<file path="config.mk">
export PLATFORM = sky130hd
export DESIGN_NAME = pak_access_framer_checker_unit_flat
export DESIGN_NICKNAME = d
export VERILOG_FILES = /design/src/design/pafc_pkg.sv /design/src/design/pafc_in_if.sv /design/src/design/pafc_out_if.sv /design/src/design/pafc_front.sv /design/src/design/pafc_queue.sv /design/src/design/pafc_back.sv /design/src/design/pak_access_framer_checker_unit.sv /design/src/flat_wrapper.sv
export SDC_FILE = /design/constraint.sdc
export NUM_CORES = 1
export LEC_CHECK = 0
export ABC_AREA = 1
export BUFFER_PORTS_ARGS = -buffer_cell sky130_fd_sc_hd__buf_4
export CORE_MARGIN = 3
export CORE_UTILIZATION = 61
export DETAILED_ROUTE_END_ITERATION = 10
export PLACE_DENSITY_LB_ADDON = 0.15
export SLEW_MARGIN = 20
export SYNTH_ARGS = -nofsm -noshare
export SYNTH_HDL_FRONTEND = slang
export SYNTH_SLANG_ARGS = --single-unit
</file>
<file path="constraint.sdc">
create_clock -name clk -period 3.5 [get_ports clk]
set_clock_uncertainty 0.2 [all_clocks]
set_input_delay 0 -clock clk [delete_from_list [all_inputs] [get_ports clk]]
set_output_delay 0 -clock clk [all_outputs]
set_load 0.01 [all_outputs]
</file>
<file path="src/design/pafc_pkg.sv">
`timescale 1ns / 1ps

package pafc_pkg;

  localparam int BLOCK_BYTES_DEF = 32;
  localparam int QUEUE_DEPTH_DEF = 4;

  localparam int CNT_W = 6;
  localparam logic [CNT_W-1:0] CNT_MAX = 6'd63;

  localparam logic [7:0] CRC_POLY = 8'h85;
  localparam logic [7:0] CMD_READ_BYTE = 8'h02;
  localparam logic [7:0] CMD_WRITE_BYTE = 8'h03;

  // input command codes
  localparam logic [1:0] CMD_READ_REQ = 2'd0;
  localparam logic [1:0] CMD_WRITE_REQ = 2'd1;
  localparam logic [1:0] CMD_PAYLOAD = 2'd2;
  localparam logic [1:0] CMD_RESPONSE = 2'd3;

  // access mode
  localparam logic [1:0] MODE_IDLE = 2'd0;
  localparam logic [1:0] MODE_READING = 2'd1;
  localparam logic [1:0] MODE_WRITING = 2'd2;

  // result kinds and status codes
  localparam logic KIND_TX = 1'b0;
  localparam logic KIND_STATUS = 1'b1;
  localparam logic [1:0] ST_OK = 2'd0;
  localparam logic [1:0] ST_LENGTH = 2'd1;
  localparam logic [1:0] ST_CRC = 2'd2;

  typedef struct packed {
    logic       kind;
    logic [7:0] tx;
    logic [1:0] status;
  } res_t;

  // one queued item: up to three results, cnt tells how many
  typedef struct packed {
    logic [1:0]      cnt;
    res_t [2:0]      res;
  } job_t;

  function automatic logic [4:0] addr_sum_entry(input logic [3:0] idx);
    logic [4:0] v;
    case (idx)
      4'd0:    v = 5'h01;
      4'd1:    v = 5'h1A;
      4'd2:    v = 5'h0D;
      4'd3:    v = 5'h1C;
      4'd4:    v = 5'h0E;
      4'd5:    v = 5'h07;
      4'd6:    v = 5'h19;
      4'd7:    v = 5'h16;
      4'd8:    v = 5'h0B;
      4'd9:    v = 5'h1F;
      4'd10:   v = 5'h15;
      default: v = 5'h00;
    endcase
    return v;
  endfunction

  function automatic logic [15:0] address_word(input logic [10:0] addr);
    logic [4:0] sum;
    sum = 5'h00;
    // address bit 10 selects the first entry
    for (int k = 0; k < 11; k++) begin
      if (addr[k]) begin
        sum = sum ^ addr_sum_entry(4'(10 - k));
      end
    end
    return {addr, sum};
  endfunction

  function automatic logic [7:0] crc8_byte(input logic [7:0] crc, input logic [7:0] b);
    logic [7:0] c;
    c = crc ^ b;
    for (int k = 0; k < 8; k++) begin
      if (c[7]) begin
        c = {c[6:0], 1'b0} ^ CRC_POLY;
      end else begin
        c = {c[6:0], 1'b0};
      end
    end
    return c;
  endfunction

endpackage

</file>
<file path="src/design/pafc_in_if.sv">
`timescale 1ns / 1ps

interface pafc_in_if;
  logic        valid;
  logic        ready;
  logic [1:0]  command;
  logic [10:0] block_address;
  logic [7:0]  data_byte;
  logic        frame_end;

  modport source (output valid, command, block_address, data_byte, frame_end, input ready);
  modport sink (input valid, command, block_address, data_byte, frame_end, output ready);
endinterface

</file>
<file path="src/design/pafc_out_if.sv">
`timescale 1ns / 1ps

interface pafc_out_if;
  logic       valid;
  logic       ready;
  logic       result_kind;
  logic [7:0] tx_byte;
  logic [1:0] status;
  logic       last;

  modport source (output valid, result_kind, tx_byte, status, last, input ready);
  modport sink (input valid, result_kind, tx_byte, status, last, output ready);
endinterface

</file>
<file path="src/design/pafc_front.sv">
`timescale 1ns / 1ps

module pafc_front #(
  parameter int BLOCK_BYTES = pafc_pkg::BLOCK_BYTES_DEF
) (
  input  logic             clk,
  input  logic             rst_n,
  pafc_in_if.sink          in_ch,
  output pafc_pkg::job_t   push_job,
  output logic             push_valid,
  input  logic             push_ready
);

  localparam logic [pafc_pkg::CNT_W-1:0] BlockCnt = pafc_pkg::CNT_W'(BLOCK_BYTES);

  logic [1:0]                  mode_r, mode_nxt;
  logic [pafc_pkg::CNT_W-1:0]  cnt_r, cnt_nxt, cnt_inc;
  logic [7:0]                  crc_r, crc_nxt, crc_upd, crc_rd;
  logic [15:0]                 word;
  logic                        accept;
  logic                        job_vld;
  pafc_pkg::job_t              job;

  assign in_ch.ready = push_ready;
  assign accept      = in_ch.valid && in_ch.ready;
  assign crc_upd     = pafc_pkg::crc8_byte(crc_r, in_ch.data_byte);
  assign cnt_inc     = (cnt_r == pafc_pkg::CNT_MAX) ? cnt_r : cnt_r + 1'b1;
  assign word        = pafc_pkg::address_word(in_ch.block_address);

  always_comb begin
    mode_nxt = mode_r;
    cnt_nxt  = cnt_r;
    crc_nxt  = crc_r;
    job      = '0;
    job_vld  = 1'b0;
    crc_rd   = crc_r;
    case (in_ch.command)
      pafc_pkg::CMD_READ_REQ, pafc_pkg::CMD_WRITE_REQ: begin
        job_vld         = 1'b1;
        job.cnt         = 2'd3;
        job.res[0].kind = pafc_pkg::KIND_TX;
        job.res[0].tx   = (in_ch.command == pafc_pkg::CMD_READ_REQ) ?
                          pafc_pkg::CMD_READ_BYTE : pafc_pkg::CMD_WRITE_BYTE;
        job.res[1].kind = pafc_pkg::KIND_TX;
        job.res[1].tx   = word[15:8];
        job.res[2].kind = pafc_pkg::KIND_TX;
        job.res[2].tx   = word[7:0];
        // a new request drops any access in flight
        mode_nxt = (in_ch.command == pafc_pkg::CMD_READ_REQ) ?
                   pafc_pkg::MODE_READING : pafc_pkg::MODE_WRITING;
        cnt_nxt  = '0;
        crc_nxt  = '0;
      end
      pafc_pkg::CMD_PAYLOAD: begin
        if (mode_r == pafc_pkg::MODE_WRITING) begin
          job_vld         = 1'b1;
          job.res[0].kind = pafc_pkg::KIND_TX;
          job.res[0].tx   = in_ch.data_byte;
          if (cnt_inc >= BlockCnt) begin
            // block complete: append the data CRC
            job.cnt         = 2'd2;
            job.res[1].kind = pafc_pkg::KIND_TX;
            job.res[1].tx   = crc_upd;
            mode_nxt        = pafc_pkg::MODE_IDLE;
            cnt_nxt         = '0;
            crc_nxt         = '0;
          end else begin
            job.cnt = 2'd1;
            cnt_nxt = cnt_inc;
            crc_nxt = crc_upd;
          end
        end
      end
      pafc_pkg::CMD_RESPONSE: begin
        if (mode_r == pafc_pkg::MODE_READING) begin
          // the CRC byte itself folds in by XOR, so a match leaves zero
          if (cnt_r < BlockCnt) begin
            crc_rd = crc_upd;
          end else if (cnt_r == BlockCnt) begin
            crc_rd = crc_r ^ in_ch.data_byte;
          end
          if (in_ch.frame_end) begin
            job_vld         = 1'b1;
            job.cnt         = 2'd1;
            job.res[0].kind = pafc_pkg::KIND_STATUS;
            if (cnt_r != BlockCnt) begin
              job.res[0].status = pafc_pkg::ST_LENGTH;
            end else if (crc_rd != 8'h00) begin
              job.res[0].status = pafc_pkg::ST_CRC;
            end else begin
              job.res[0].status = pafc_pkg::ST_OK;
            end
            mode_nxt = pafc_pkg::MODE_IDLE;
            cnt_nxt  = '0;
            crc_nxt  = '0;
          end else begin
            cnt_nxt = cnt_inc;
            crc_nxt = crc_rd;
          end
        end
      end
      default: begin
      end
    endcase
  end

  assign push_job   = job;
  assign push_valid = accept && job_vld;

  always_ff @(posedge clk) begin
    if (!rst_n) begin
      mode_r <= pafc_pkg::MODE_IDLE;
      cnt_r  <= '0;
      crc_r  <= '0;
    end else if (accept) begin
      mode_r <= mode_nxt;
      cnt_r  <= cnt_nxt;
      crc_r  <= crc_nxt;
    end
  end

endmodule

</file>
<file path="src/design/pafc_queue.sv">
`timescale 1ns / 1ps

module pafc_queue #(
  parameter int DEPTH = pafc_pkg::QUEUE_DEPTH_DEF
) (
  input  logic           clk,
  input  logic           rst_n,
  input  pafc_pkg::job_t push_job,
  input  logic           push_valid,
  output logic           push_ready,
  output pafc_pkg::job_t head_job,
  output logic           head_valid,
  input  logic           pop
);

  localparam int PtrW = (DEPTH > 1) ? $clog2(DEPTH) : 1;
  localparam int CntW = $clog2(DEPTH + 1);
  localparam logic [PtrW-1:0] LastPtr = PtrW'(DEPTH - 1);
  localparam logic [CntW-1:0] FullCnt = CntW'(DEPTH);

  pafc_pkg::job_t   slots_r [DEPTH];
  logic [PtrW-1:0]  wr_ptr_r, wr_ptr_nxt, rd_ptr_r, rd_ptr_nxt;
  logic [CntW-1:0]  count_r, count_nxt;
  logic             do_push, do_pop;

  assign push_ready = (count_r != FullCnt);
  assign head_valid = (count_r != '0);
  assign head_job   = slots_r[rd_ptr_r];
  assign do_push    = push_valid && push_ready;
  assign do_pop     = pop && head_valid;

  always_comb begin
    wr_ptr_nxt = wr_ptr_r;
    rd_ptr_nxt = rd_ptr_r;
    count_nxt  = count_r;
    if (do_push) begin
      wr_ptr_nxt = (wr_ptr_r == LastPtr) ? '0 : wr_ptr_r + 1'b1;
    end
    if (do_pop) begin
      rd_ptr_nxt = (rd_ptr_r == LastPtr) ? '0 : rd_ptr_r + 1'b1;
    end
    if (do_push && !do_pop) begin
      count_nxt = count_r + 1'b1;
    end else if (do_pop && !do_push) begin
      count_nxt = count_r - 1'b1;
    end
  end

  always_ff @(posedge clk) begin
    if (!rst_n) begin
      wr_ptr_r <= '0;
      rd_ptr_r <= '0;
      count_r  <= '0;
    end else begin
      wr_ptr_r <= wr_ptr_nxt;
      rd_ptr_r <= rd_ptr_nxt;
      count_r  <= count_nxt;
    end
  end

  always_ff @(posedge clk) begin
    if (do_push) begin
      slots_r[wr_ptr_r] <= push_job;
    end
  end

endmodule

</file>
<file path="src/design/pafc_back.sv">
`timescale 1ns / 1ps

module pafc_back (
  input  logic           clk,
  input  logic           rst_n,
  input  pafc_pkg::job_t head_job,
  input  logic           head_valid,
  output logic           pop,
  pafc_out_if.source     out_ch
);

  logic [1:0]     idx_r, idx_nxt;
  logic           out_valid_r, out_valid_nxt;
  logic           load, is_last;
  pafc_pkg::res_t cur;
  pafc_pkg::res_t res_r;
  logic           last_r;

  assign cur     = head_job.res[idx_r];
  assign is_last = (idx_r == head_job.cnt - 2'd1);
  // refill the output register when it is empty or being taken
  assign load    = head_valid && (!out_valid_r || out_ch.ready);
  assign pop     = load && is_last;

  always_comb begin
    idx_nxt       = idx_r;
    out_valid_nxt = out_valid_r;
    if (load) begin
      idx_nxt       = is_last ? 2'd0 : idx_r + 2'd1;
      out_valid_nxt = 1'b1;
    end else if (out_ch.ready) begin
      out_valid_nxt = 1'b0;
    end
  end

  always_ff @(posedge clk) begin
    if (!rst_n) begin
      idx_r       <= '0;
      out_valid_r <= 1'b0;
    end else begin
      idx_r       <= idx_nxt;
      out_valid_r <= out_valid_nxt;
    end
  end

  always_ff @(posedge clk) begin
    if (load) begin
      res_r  <= cur;
      last_r <= is_last;
    end
  end

  assign out_ch.valid       = out_valid_r;
  assign out_ch.result_kind = res_r.kind;
  assign out_ch.tx_byte     = res_r.tx;
  assign out_ch.status      = res_r.status;
  assign out_ch.last        = last_r;

endmodule

</file>
<file path="src/design/pak_access_framer_checker_unit.sv">
`timescale 1ns / 1ps

// Memory-pak access framer and reply checker. Takes one item per clock on
// in_ch whenever the result queue has room: a read or write request turns
// into the command byte and the two address/checksum bytes, write payload
// bytes are echoed with the CRC-8 (poly 0x85) appended after the last block
// byte, and read response bytes are checked, ending in one status result.
// Items that produce no result still need queue room. Results leave
// through a registered output at one per clock while out_ch.ready is
// high, so a request occupies the output for three results. Each result
// passes the QUEUE_DEPTH-entry queue between the classifier and the
// output sequencer, which absorbs bursts; input stalls only if it is full.
module pak_access_framer_checker_unit #(
  parameter int BLOCK_BYTES = pafc_pkg::BLOCK_BYTES_DEF,
  parameter int QUEUE_DEPTH = pafc_pkg::QUEUE_DEPTH_DEF
) (
  input  logic        clk,
  input  logic        rst_n,
  pafc_in_if.sink     in_ch,
  pafc_out_if.source  out_ch
);

  pafc_pkg::job_t push_job, head_job;
  logic           push_valid, push_ready, head_valid, pop;

  pafc_front #(
    .BLOCK_BYTES (BLOCK_BYTES)
  ) u_front (
    .clk        (clk),
    .rst_n      (rst_n),
    .in_ch      (in_ch),
    .push_job   (push_job),
    .push_valid (push_valid),
    .push_ready (push_ready)
  );

  pafc_queue #(
    .DEPTH (QUEUE_DEPTH)
  ) u_queue (
    .clk        (clk),
    .rst_n      (rst_n),
    .push_job   (push_job),
    .push_valid (push_valid),
    .push_ready (push_ready),
    .head_job   (head_job),
    .head_valid (head_valid),
    .pop        (pop)
  );

  pafc_back u_back (
    .clk        (clk),
    .rst_n      (rst_n),
    .head_job   (head_job),
    .head_valid (head_valid),
    .pop        (pop),
    .out_ch     (out_ch)
  );

endmodule

</file>
<file path="src/flat_wrapper.sv">
// flat-port wrapper written by rule: the top's interface ports become plain ports
module pak_access_framer_checker_unit_flat 
#(
  parameter int BLOCK_BYTES = pafc_pkg::BLOCK_BYTES_DEF,
  parameter int QUEUE_DEPTH = pafc_pkg::QUEUE_DEPTH_DEF
)
  (clk, rst_n, in_ch_valid, in_ch_command, in_ch_block_address, in_ch_data_byte, in_ch_frame_end, in_ch_ready, out_ch_valid, out_ch_result_kind, out_ch_tx_byte, out_ch_status, out_ch_last, out_ch_ready);
  pafc_in_if in_ch_i ();
  pafc_out_if out_ch_i ();
  input  logic clk;
  input  logic rst_n;
  input wire logic [$bits(in_ch_i.valid)-1:0] in_ch_valid;
  input wire logic [$bits(in_ch_i.command)-1:0] in_ch_command;
  input wire logic [$bits(in_ch_i.block_address)-1:0] in_ch_block_address;
  input wire logic [$bits(in_ch_i.data_byte)-1:0] in_ch_data_byte;
  input wire logic [$bits(in_ch_i.frame_end)-1:0] in_ch_frame_end;
  output wire logic [$bits(in_ch_i.ready)-1:0] in_ch_ready;
  output wire logic [$bits(out_ch_i.valid)-1:0] out_ch_valid;
  output wire logic [$bits(out_ch_i.result_kind)-1:0] out_ch_result_kind;
  output wire logic [$bits(out_ch_i.tx_byte)-1:0] out_ch_tx_byte;
  output wire logic [$bits(out_ch_i.status)-1:0] out_ch_status;
  output wire logic [$bits(out_ch_i.last)-1:0] out_ch_last;
  input wire logic [$bits(out_ch_i.ready)-1:0] out_ch_ready;
  assign in_ch_i.valid = in_ch_valid;
  assign in_ch_i.command = in_ch_command;
  assign in_ch_i.block_address = in_ch_block_address;
  assign in_ch_i.data_byte = in_ch_data_byte;
  assign in_ch_i.frame_end = in_ch_frame_end;
  assign in_ch_ready = in_ch_i.ready;
  assign out_ch_valid = out_ch_i.valid;
  assign out_ch_result_kind = out_ch_i.result_kind;
  assign out_ch_tx_byte = out_ch_i.tx_byte;
  assign out_ch_status = out_ch_i.status;
  assign out_ch_last = out_ch_i.last;
  assign out_ch_i.ready = out_ch_ready;
  pak_access_framer_checker_unit #(.BLOCK_BYTES(BLOCK_BYTES), .QUEUE_DEPTH(QUEUE_DEPTH)) u_core (.clk(clk), .rst_n(rst_n), .in_ch(in_ch_i), .out_ch(out_ch_i));
endmodule
</file>
# After elaboration in Yosys (flattened, before gate mapping)
# Memory sizes are Yosys's and may differ from the RTL's. A register that Yosys moved wholly into a read port is not among the register bits.
# Cells that the tools add are included.
# W data, S select, Z words.
dict set report word_totals {
  ff_bits 38
  ramBits 116
  inputBits 26
  output_inout_bits 14
  wordCells 163
  mem_count 1
}
# name words width read_ports rd_clocked_by_memory_dff write_ports line
set memory_table {}
lappend memory_table {u_core.u_queue.slots_r 4 29 1 1 1 pafc_queue.sv:21} ;# pafc_pkg::job_t slots_r [DEPTH];
dict set report op_classes {
  addsub 7
  n_lt_le_gt_ge 3
  eq_ne 16
  mux 85
  bitwise 19
  n_reduce_logical 20
}
# cell n
set op_table {}
lappend op_table {{$mux W8} 20}
lappend op_table {{$mux W5} 21}
lappend op_table {{$xor A5 B5 Y5} 10}
lappend op_table {{$mux W2} 17}
lappend op_table {{$pmux W8 S2} 2}
lappend op_table {{$mux W6} 5}
lappend op_table {{$not A3 Y3} 8}
lappend op_table {{$pmux W8 S3} 1}
lappend op_table {{$bmux W11 S2} 1}
lappend op_table {{$pmux W6 S3} 1}
lappend op_table {{$eq A6 B6 Y1 const B} 2}
lappend op_table {{$pmux W2 S3} 2}
lappend op_table {{$mux W11} 1}
lappend op_table {{$eq A2 B2 Y1 const B} 5}
lappend op_table {{$mux W1} 10}
lappend op_table {{$logic_and A1 B1 Y1} 8}
lappend op_table {{$ne A2 B2 Y1 const B} 4}
lappend op_table {{$reduce_bool A8 Y1} 1}
lappend op_table {{$xor A8 B8 Y8} 1}
lappend op_table {{$add A2 B1 Y2 const B} 3}
lappend op_table {{$add A6 B1 Y6 const B} 1}
lappend op_table {{$ge A6 B6 Y1 const B} 1}
lappend op_table {{$lt A6 B6 Y1 const B} 1}
lappend op_table {{$mux W3} 2}
lappend op_table {{17 further kinds} 22}

# Longest topological paths before layout
# Gate-level depths: netlist of run 1.
dict set report logic_depth {
  word_depth 26
  mapped_depth 19
  ltp_nobuf 19
}

# Cells and area by module
# A second synthesis of run 1 with hierarchy kept.
dict set report hier_totals {
  hier_cells 826
  hier_area_um2 8508.2
}
# mod n_inst cells_each area_per_inst_um2 seq_area_each_um2
set modules_own_cells {}
lappend modules_own_cells {pafc_queue 1 408 5669.2 4384.2}
lappend modules_own_cells {pafc_front 1 325 2048.2 320.3}
lappend modules_own_cells {pafc_back 1 93 790.8 420.4}

# Least setup slack after synthesis of run 1
# OpenSTA, ideal clock, no wires.
dict set report synth_path {
  path_type {register to register}
  startpoint {reg u_core.u_front.mode_r[1]}
  endpoint {mem u_core.u_queue.slots_r[3][0] in the netlist's numbering, enable pin}
  setup_ps 415
  t_arrival_ps 2386
  t_required_ps 2885
  slack_ps 499
  path_stages_with_launch 9
  n_path_buf 0
  synth_period_minus_slack_ps 3001
  cell_sequence {dfxtp_1 > inv_1 > nor2_1 > inv_1 > nand2_1 > nand4_2 > nor2_1 > inv_2 > nor2_1}
}
dict set report synth_via {
  elab_chain_cells 7
  word_cells_on_any_way 9
  cone_classes {2 x eq/ne; 5 x mux; 2 x reduce/logical}
}
# item line
set synth_lines {}
lappend synth_lines {{from (decl)} pafc_front.sv:16} ;# logic [1:0] mode_r, mode_nxt;
lappend synth_lines {{from (signal assigned)} pafc_front.sv:112} ;# mode_r <= pafc_pkg::MODE_IDLE;
lappend synth_lines {{from (signal assigned)} pafc_front.sv:116} ;# mode_r <= mode_nxt;
lappend synth_lines {{$eq A2 B1 Y1 or $eq A2 B2 Y1 (tied branches)} {pafc_front.sv:75, pafc_front.sv:55}}
lappend synth_lines {{$mux W1 (on tied branches)} {pafc_front.sv:75, pafc_front.sv:55}}
lappend synth_lines {{$pmux W1 S3 (*)} pafc_front.sv:37} ;# case (in_ch.command)
lappend synth_lines {{$logic_and A1 B1 Y1 (*)} pafc_front.sv:108} ;# assign push_valid = accept && job_vld;
lappend synth_lines {{$logic_and A1 B1 Y1 (*)} pafc_queue.sv:29} ;# assign do_push = push_valid && push_ready;
lappend synth_lines {{named net u_core.u_queue.do_push} pafc_queue.sv:24} ;# logic do_push, do_pop;
lappend synth_lines {{$mux W1 (*)} pafc_queue.sv:62} ;# if (do_push) begin
lappend synth_lines {{$mux W1 (not written as such) (*)} pafc_queue.sv:63} ;# slots_r[wr_ptr_r] <= push_job;
lappend synth_lines {{to (decl)} pafc_queue.sv:21}
# Mark *: on every way through the listed nets, which the timed path passes. The rest lies on a longest branch.

==> flow_metrics.env, run 1 <==
export IMPL_die_w_um=115
export IMPL_dp_hpwl_um=11600
export IMPL_place_congestion=0.965
export IMPL_seq_area_frac_synth_pct=60.4
export IMPL_synthDistinctLibCells=46
export IMPL_synthToLayoutAreaGrowth_pct=17.8
export IMPL_numCtsBuffers=17
export IMPL_cts_setup_buffers=0
export IMPL_grt_pass1_vias=5578
export IMPL_grt_ovfl_total=0
export IMPL_yosysTopAreaCellShare_pct=52.7
export IMPL_grt_pass1_wl_um=28300
export IMPL_finalSetupTns_ns=0
export IMPL_ys_warn_count=0
export IMPL_cts_hold_buf=25
export IMPL_routedWlPerCell_um=18.6
export IMPL_start_util_pct=63.1
export IMPL_num_vias=5599
export IMPL_fin_cells=950
export IMPL_placedCellCount=893
export IMPL_holdWs_ns=0.0278
export IMPL_yosys_area_top_type="edfxtp_1"
export IMPL_io_buffers=39
export IMPL_min_path_type="input pin to flip-flop"
export IMPL_dpl_cell_area_um2=7730
export IMPL_layout_drive_gt1_share_pct=16.2
export IMPL_rsz0062_at_grt="no"
export IMPL_drv_slew=0
export IMPL_min_period_ns=2.64
export IMPL_design_area_um2=8590
export IMPL_worstPathRequired_ns=3.60
export IMPL_synth_top_cells_by_area="edfxtp_1, dfxtp_1, nand2_1, o21ai_0, nor2_1"
export IMPL_outcome="complete, no violations"
export IMPL_synthCells=728
export IMPL_core_area_um2=11600
export IMPL_hold_viol_final=0
export IMPL_clock_sinks=156
export IMPL_ys_seq_elements=156
export IMPL_avgSynthCellArea_um2=10.0
export IMPL_ctsHtreeMaxLevel=4
export IMPL_relSlewSlack_pct=50.9
export IMPL_yosysMostFrequentCell="edfxtp_1"
export IMPL_cts_reportedPaths_clkPinSlew_ns=0.06
export IMPL_dr_pass1_iters=5
export IMPL_max_slew_worst_pin_slew_ns=0.734
export IMPL_critPathKind="flip-flop to flip-flop"
export IMPL_maxCapViolCount=0
export IMPL_post_route_period_util_pct=75.4
export IMPL_arrival_ns=2.74
export IMPL_antenna_found_initial=0
export IMPL_fillCellCount=787
export IMPL_worstSetupStartpointType="flip-flop"
export IMPL_p_per_area_nw_per_um2=693
export IMPL_synthTopCellsByCount="edfxtp_1, nand2_1, nor2_1"
export IMPL_max_freq_ghz=0.379
export IMPL_antenna_cells=0
export IMPL_endpoint_kind="flip-flop"
export IMPL_ant_nets=0
export IMPL_cts_root_buffer="clkbuf_16"
export IMPL_vdd_drop_max_uv=643
export IMPL_boundaryPins=40
export IMPL_fin_nets=829
export IMPL_async_flop_share_pct=0
export IMPL_grt_max_degree=55
export IMPL_cts_buffer_depth=2
export IMPL_clkLatencyLatePin_ns=0.42
export IMPL_rows=39
export IMPL_routed_via_density=5.89
export IMPL_synth_nets=763
export IMPL_wirelength_um=17700
export IMPL_track_usage_pct=28.0
export IMPL_finalSetupViolations=0
export IMPL_leakage_uw=0.00331
export IMPL_die_h_um=115
export IMPL_die_area_um2=13300
export IMPL_cts_repair_resized=0
export IMPL_worst_path_max_fanout=8
export IMPL_cts_tree="yes"
export IMPL_syn_area_um2=7290
export IMPL_dr_first_iter_drc_count=622
export IMPL_drc=0
export IMPL_synth_edf_count=128
export IMPL_yosys_most_used_dff="edfxtp_1"
==> logic make-up (layout without fill, tap and decap cells) <==
family          Yosys count  count (layout)  synth area share [%]
flops                   156             156                  60.4
simple gates            265             265                  15.7
xor+xnor                 31              31                  4.03
compound gates          168             168                  12.9
fa+ha+maj                 9               9                  1.65
buf+inv                  99             178                  5.35
==> placed cells by master, fill, tap and decap left out, types with 3 or more instances in the layout <==
cell,Yosys,routed
edfxtp_1,128,128
nor2_1,98,94
o22ai_1,34,34
o21ai_0,80,80
clkbuf_16,0,17
xor2_1,16,16
ha_1,8,8
nor2_2,2,6
a21oi_1,31,31
dfxtp_1,28,28
nand3_2,6,6
buf_4,2,49
o21ai_1,7,7
dlygate4sd3_1,0,25
inv_1,54,54
nand3_1,20,20
inv_2,17,17
xnor2_1,12,12
bufinv_16,0,4
clkinv_2,0,5
nand2_4,3,3
nand2_1,116,116
nand2_2,12,12
==> worst paths after layout <==
path	start	end	slack (ns)	depth (start not counted)
setup / recovery	flip-flop	u_core.u_queue.count_r[2]	0.86	15
hold / removal	in_ch_block_address[8]	u_core.u_queue.slots_r[0][21]	0.03	4
setup reg to reg	flip-flop	u_core.u_queue.count_r[2]	0.86	15
hold reg to reg	u_core.u_queue.count_r[2]	u_core.u_queue.count_r[2]	0.30	2
==> worst max-delay path, cell delays in order, from the launching register on <==
cell and delay [ns]:
dfxtp_1 0.46, inv_2 0.10, nand2_1 0.08, a32o_2 0.19, xor2_2 0.19, inv_2 0.05, nand2_2 0.08, nand2_4 0.07
nand2_4 0.07, ha_1 0.14, inv_1 0.07, fa_1 0.38, a21oi_1 0.14, o21ai_0 0.11, o21ai_0 0.16, a21oi_1 0.05
==> per-stage QoR <==
stage	utilization (%)	power, uW	worst slack, ns
2_1_floorplan	-	3500	0.499
3_3_place_gp	66.9	3980	0.913
3_5_place_dp	66.9	4050	0.862
4_1_cts	74.3	5960	0.849
5_1_grt	74.3	6250	0.642
6_report	74.3	5950	0.862
==> sequential cells by signal, indices dropped and copies added (netlist names), 2 cells and up, named ones only <==
signal,flops
u_core.u_queue.slots_r,116
u_core.u_queue.rd_ptr_r,2
u_core.u_back.idx_r,2
u_core.u_front.cnt_r,6
u_core.u_back.out_ch.status,2
u_core.u_front.mode_r,2
u_core.u_queue.count_r,3
u_core.u_back.out_ch.tx_byte,8
u_core.u_queue.wr_ptr_r,2
u_core.u_front.crc_r,8
==> cell type report <==
cell class,instances,area [um^2],area share (%)
clock buffer,19,433,5.04
clock inverter,13,173,2.01
inverter,72,270,3.15
multi-input combinational,473,2510,29.3
sequential,156,4400,51.3
tap,143,179,2.08
timing repair buffer,74,618,7.19
==> power by group <==
part	switching (uW)	total, uW	internal [uW]
clock network	707	1890	1190
logic	1090	1670	574
registers	102	2390	2290
==> per-layer routing <==
| metal | vias to the layer above | track usage [%] | routed length, um |
|---|---|---|---|
| met5 | - | 0 | 0 |
| met4 | 0 | 10.7 | 343 |
| li1 | 2649 | - | - |
| met2 | 229 | 47.9 | 9060 |
| met3 | 31 | 6.16 | 1190 |
| met1 | 2690 | 35.0 | 7070 |
No activity file was read; power rests on OpenSTA's default activity.
==> run 2: changes to the inputs <==
==> constraint.sdc (replaced) <==
create_clock -name clk -period 2.7 [get_ports clk]
set_clock_uncertainty 0.2 [all_clocks]
set_input_delay 0 -clock clk [delete_from_list [all_inputs] [get_ports clk]]
set_output_delay 0 -clock clk [all_outputs]
set_load 0.01 [all_outputs]
==> run 2 against run 1 <==
Routed wire length increased by 0.41%. Non-clock buffer count increased by 10. Flip-flop and latch count unchanged.
==> flow_metrics.env, run 2 (synthesized netlist as in run 1, its figures left out) <==
export IMPL_clock_sinks=156
export IMPL_cp_top_family="adder cells"
export IMPL_synthToLayoutAreaGrowth_pct=20.1
export IMPL_ant_nets=0
export IMPL_holdWs_ns=0.0260
export IMPL_routed_via_density=5.88
export IMPL_die_w_um=115
export IMPL_cp_slowest_cell="fa_2"
export IMPL_cts_buffer_depth=2
export IMPL_start_util_pct=63.1
export IMPL_finalSetupViolations=0
export IMPL_final_common_cell="edfxtp_1"
export IMPL_grt_max_degree=43
export IMPL_maxCapViolCount=0
export IMPL_regMostFlops="u_core.u_queue.slots_r"
export IMPL_dpl_cell_area_um2=7850
export IMPL_num_vias=5640
export IMPL_cts_setup_buffers=0
export IMPL_antenna_cells=0
export IMPL_dr_first_iter_drc_count=572
export IMPL_worst_path_most_repeated_cell="nand2_4"
export IMPL_drc=0
export IMPL_dr_pass1_iters=6
export IMPL_fin_cells=960
export IMPL_design_area_um2=8750
export IMPL_antenna_found_initial=0
export IMPL_io_buffers=39
export IMPL_wirelength_um=17700
export IMPL_arrival_ns=2.67
export IMPL_worstHoldStart="in_ch_block_address[5]"
export IMPL_crit_buf_inv=3
export IMPL_r2r_slack_ns=0.13
export IMPL_place_congestion=0.912
export IMPL_max_freq_ghz=0.390
export IMPL_rows=39
export IMPL_leakage_uw=0.00339
export IMPL_relSlewSlack_pct=48.5
export IMPL_largest_reg_flops=116
export IMPL_finalSetupTns_ns=0
export IMPL_outcome="complete, no violations"
export IMPL_min_path_type="input pin to flip-flop"
export IMPL_grt_ovfl_total=0
export IMPL_cts_tree="yes"
export IMPL_die_h_um=115
export IMPL_path_cells="inv_2 > buf_6 > nand2_1 > a32o_2 > nor2_2 > nand2_4 > nand2_4 > nand2_4 > ha_1 > inv_1 > fa_2 > o21ai_1 > a21oi_1"
export IMPL_whs_path_depth=3
export IMPL_fillCellCount=767
export IMPL_core_area_um2=11600
export IMPL_r2r_end="u_core.u_queue.count_r[1]"
export IMPL_min_period_ns=2.57
export IMPL_endpoint_kind="flip-flop"
export IMPL_worstPathRequired_ns=2.80
export IMPL_grt_pass1_wl_um=27700
export IMPL_slowest_delay_ns=0.45
export IMPL_layout_drive_gt1_share_pct=17.4
export IMPL_grt_pass1_vias=5408
export IMPL_track_usage_pct=28.0
export IMPL_die_area_um2=13300
export IMPL_post_route_period_util_pct=95.0
export IMPL_placedCellCount=902
export IMPL_drv_slew=0
export IMPL_worst_path_max_fanout=15
export IMPL_p_per_area_nw_per_um2=899
export IMPL_cts_root_buffer="clkbuf_16"
export IMPL_fin_nets=839
export IMPL_vdd_drop_max_uv=803
export IMPL_dp_hpwl_um=11400
export IMPL_numCtsBuffers=17
export IMPL_hold_viol_final=0
export IMPL_max_slew_worst_pin_slew_ns=0.769
export IMPL_ctsHtreeMaxLevel=4
export IMPL_critPathKind="flip-flop to flip-flop"
export IMPL_r2r_cells=13
export IMPL_rsz0062_at_grt="yes"
export IMPL_clkLatencyLatePin_ns=0.42
export IMPL_hold_end="u_core.u_queue.slots_r[1][13]"
export IMPL_cts_reportedPaths_clkPinSlew_ns=0.06
export IMPL_cp_depth=13
export IMPL_worstSetupStartpointType="flip-flop"
export IMPL_routedWlPerCell_um=18.5
export IMPL_final_cell_mix="edfxtp_1, nand2_1, nor2_1, o21ai_0, inv_1"
export IMPL_boundaryPins=40
run 2: power breakdown:
| group | leakage (uW) | internal (uW) | switching (uW) |
|---|---|---|---|
| clock network | 0.000304 | 1600 | 879 |
| registers | 0.00143 | 2980 | 129 |
| logic | 0.00165 | 809 | 1480 |
run 2: worst max-delay path by stage:
stage	startpoint	to	slack, ns
floorplan	u_core.u_front.mode_r[1]	u_core.u_queue.slots_r[3][0]	-0.30
global placement	flip-flop	u_core.u_queue.count_r[2]	0.21
detailed placement	flip-flop	u_core.u_queue.count_r[2]	0.11
CTS	flip-flop	u_core.u_queue.count_r[2]	0.09
global route	flip-flop	u_core.u_queue.count_r[2]	-0.04
finish	flip-flop	u_core.u_queue.count_r[1]	0.13
run 2: layer usage:
layer / vias up / GRT usage (%) / routed length, um
met4: 0 / 15.1 / 689
met3: 53 / 6.53 / 1340
li1: 2660 / - / -
met5: - / 0 / 0
met2: 287 / 43.8 / 8530
met1: 2640 / 36.4 / 7180
run 2: through the flow:
stage | util (%) | total power [uW] | setup slack [ns]
final | 75.7 | 7870 | 0.134
after global placement | 67.9 | 5240 | 0.213
after detailed placement | 67.9 | 5320 | 0.109
after CTS | 75.6 | 7820 | 0.0945
after global routing | 75.7 | 8240 | -0.0417
after floorplan | - | 4550 | -0.301
run 2: tightest hold or removal path: cells and delay by family:
kind,cells,cell delay [ns]
AO/OA/AOI/OAI,1,0.17
buffers and inverters,2,0.29
run 2: what timing repair did:
action                     4_1_cts  5_1_grt
resized for setup                0        8
hold buffers                    26        0
setup endpoints to repair        0        2
hold endpoints to repair       134        0
run 2: cell type report:
cell class,instances,area [um^2],area share [%]
Clock buffer,26,519,5.93
Clock inverter,6,106,1.21
Tap cell,143,179,2.04
Multi-Input combinational cell,473,2520,28.8
Timing Repair Buffer,84,749,8.56
Sequential cell,156,4410,50.4
Inverter,72,270,3.09
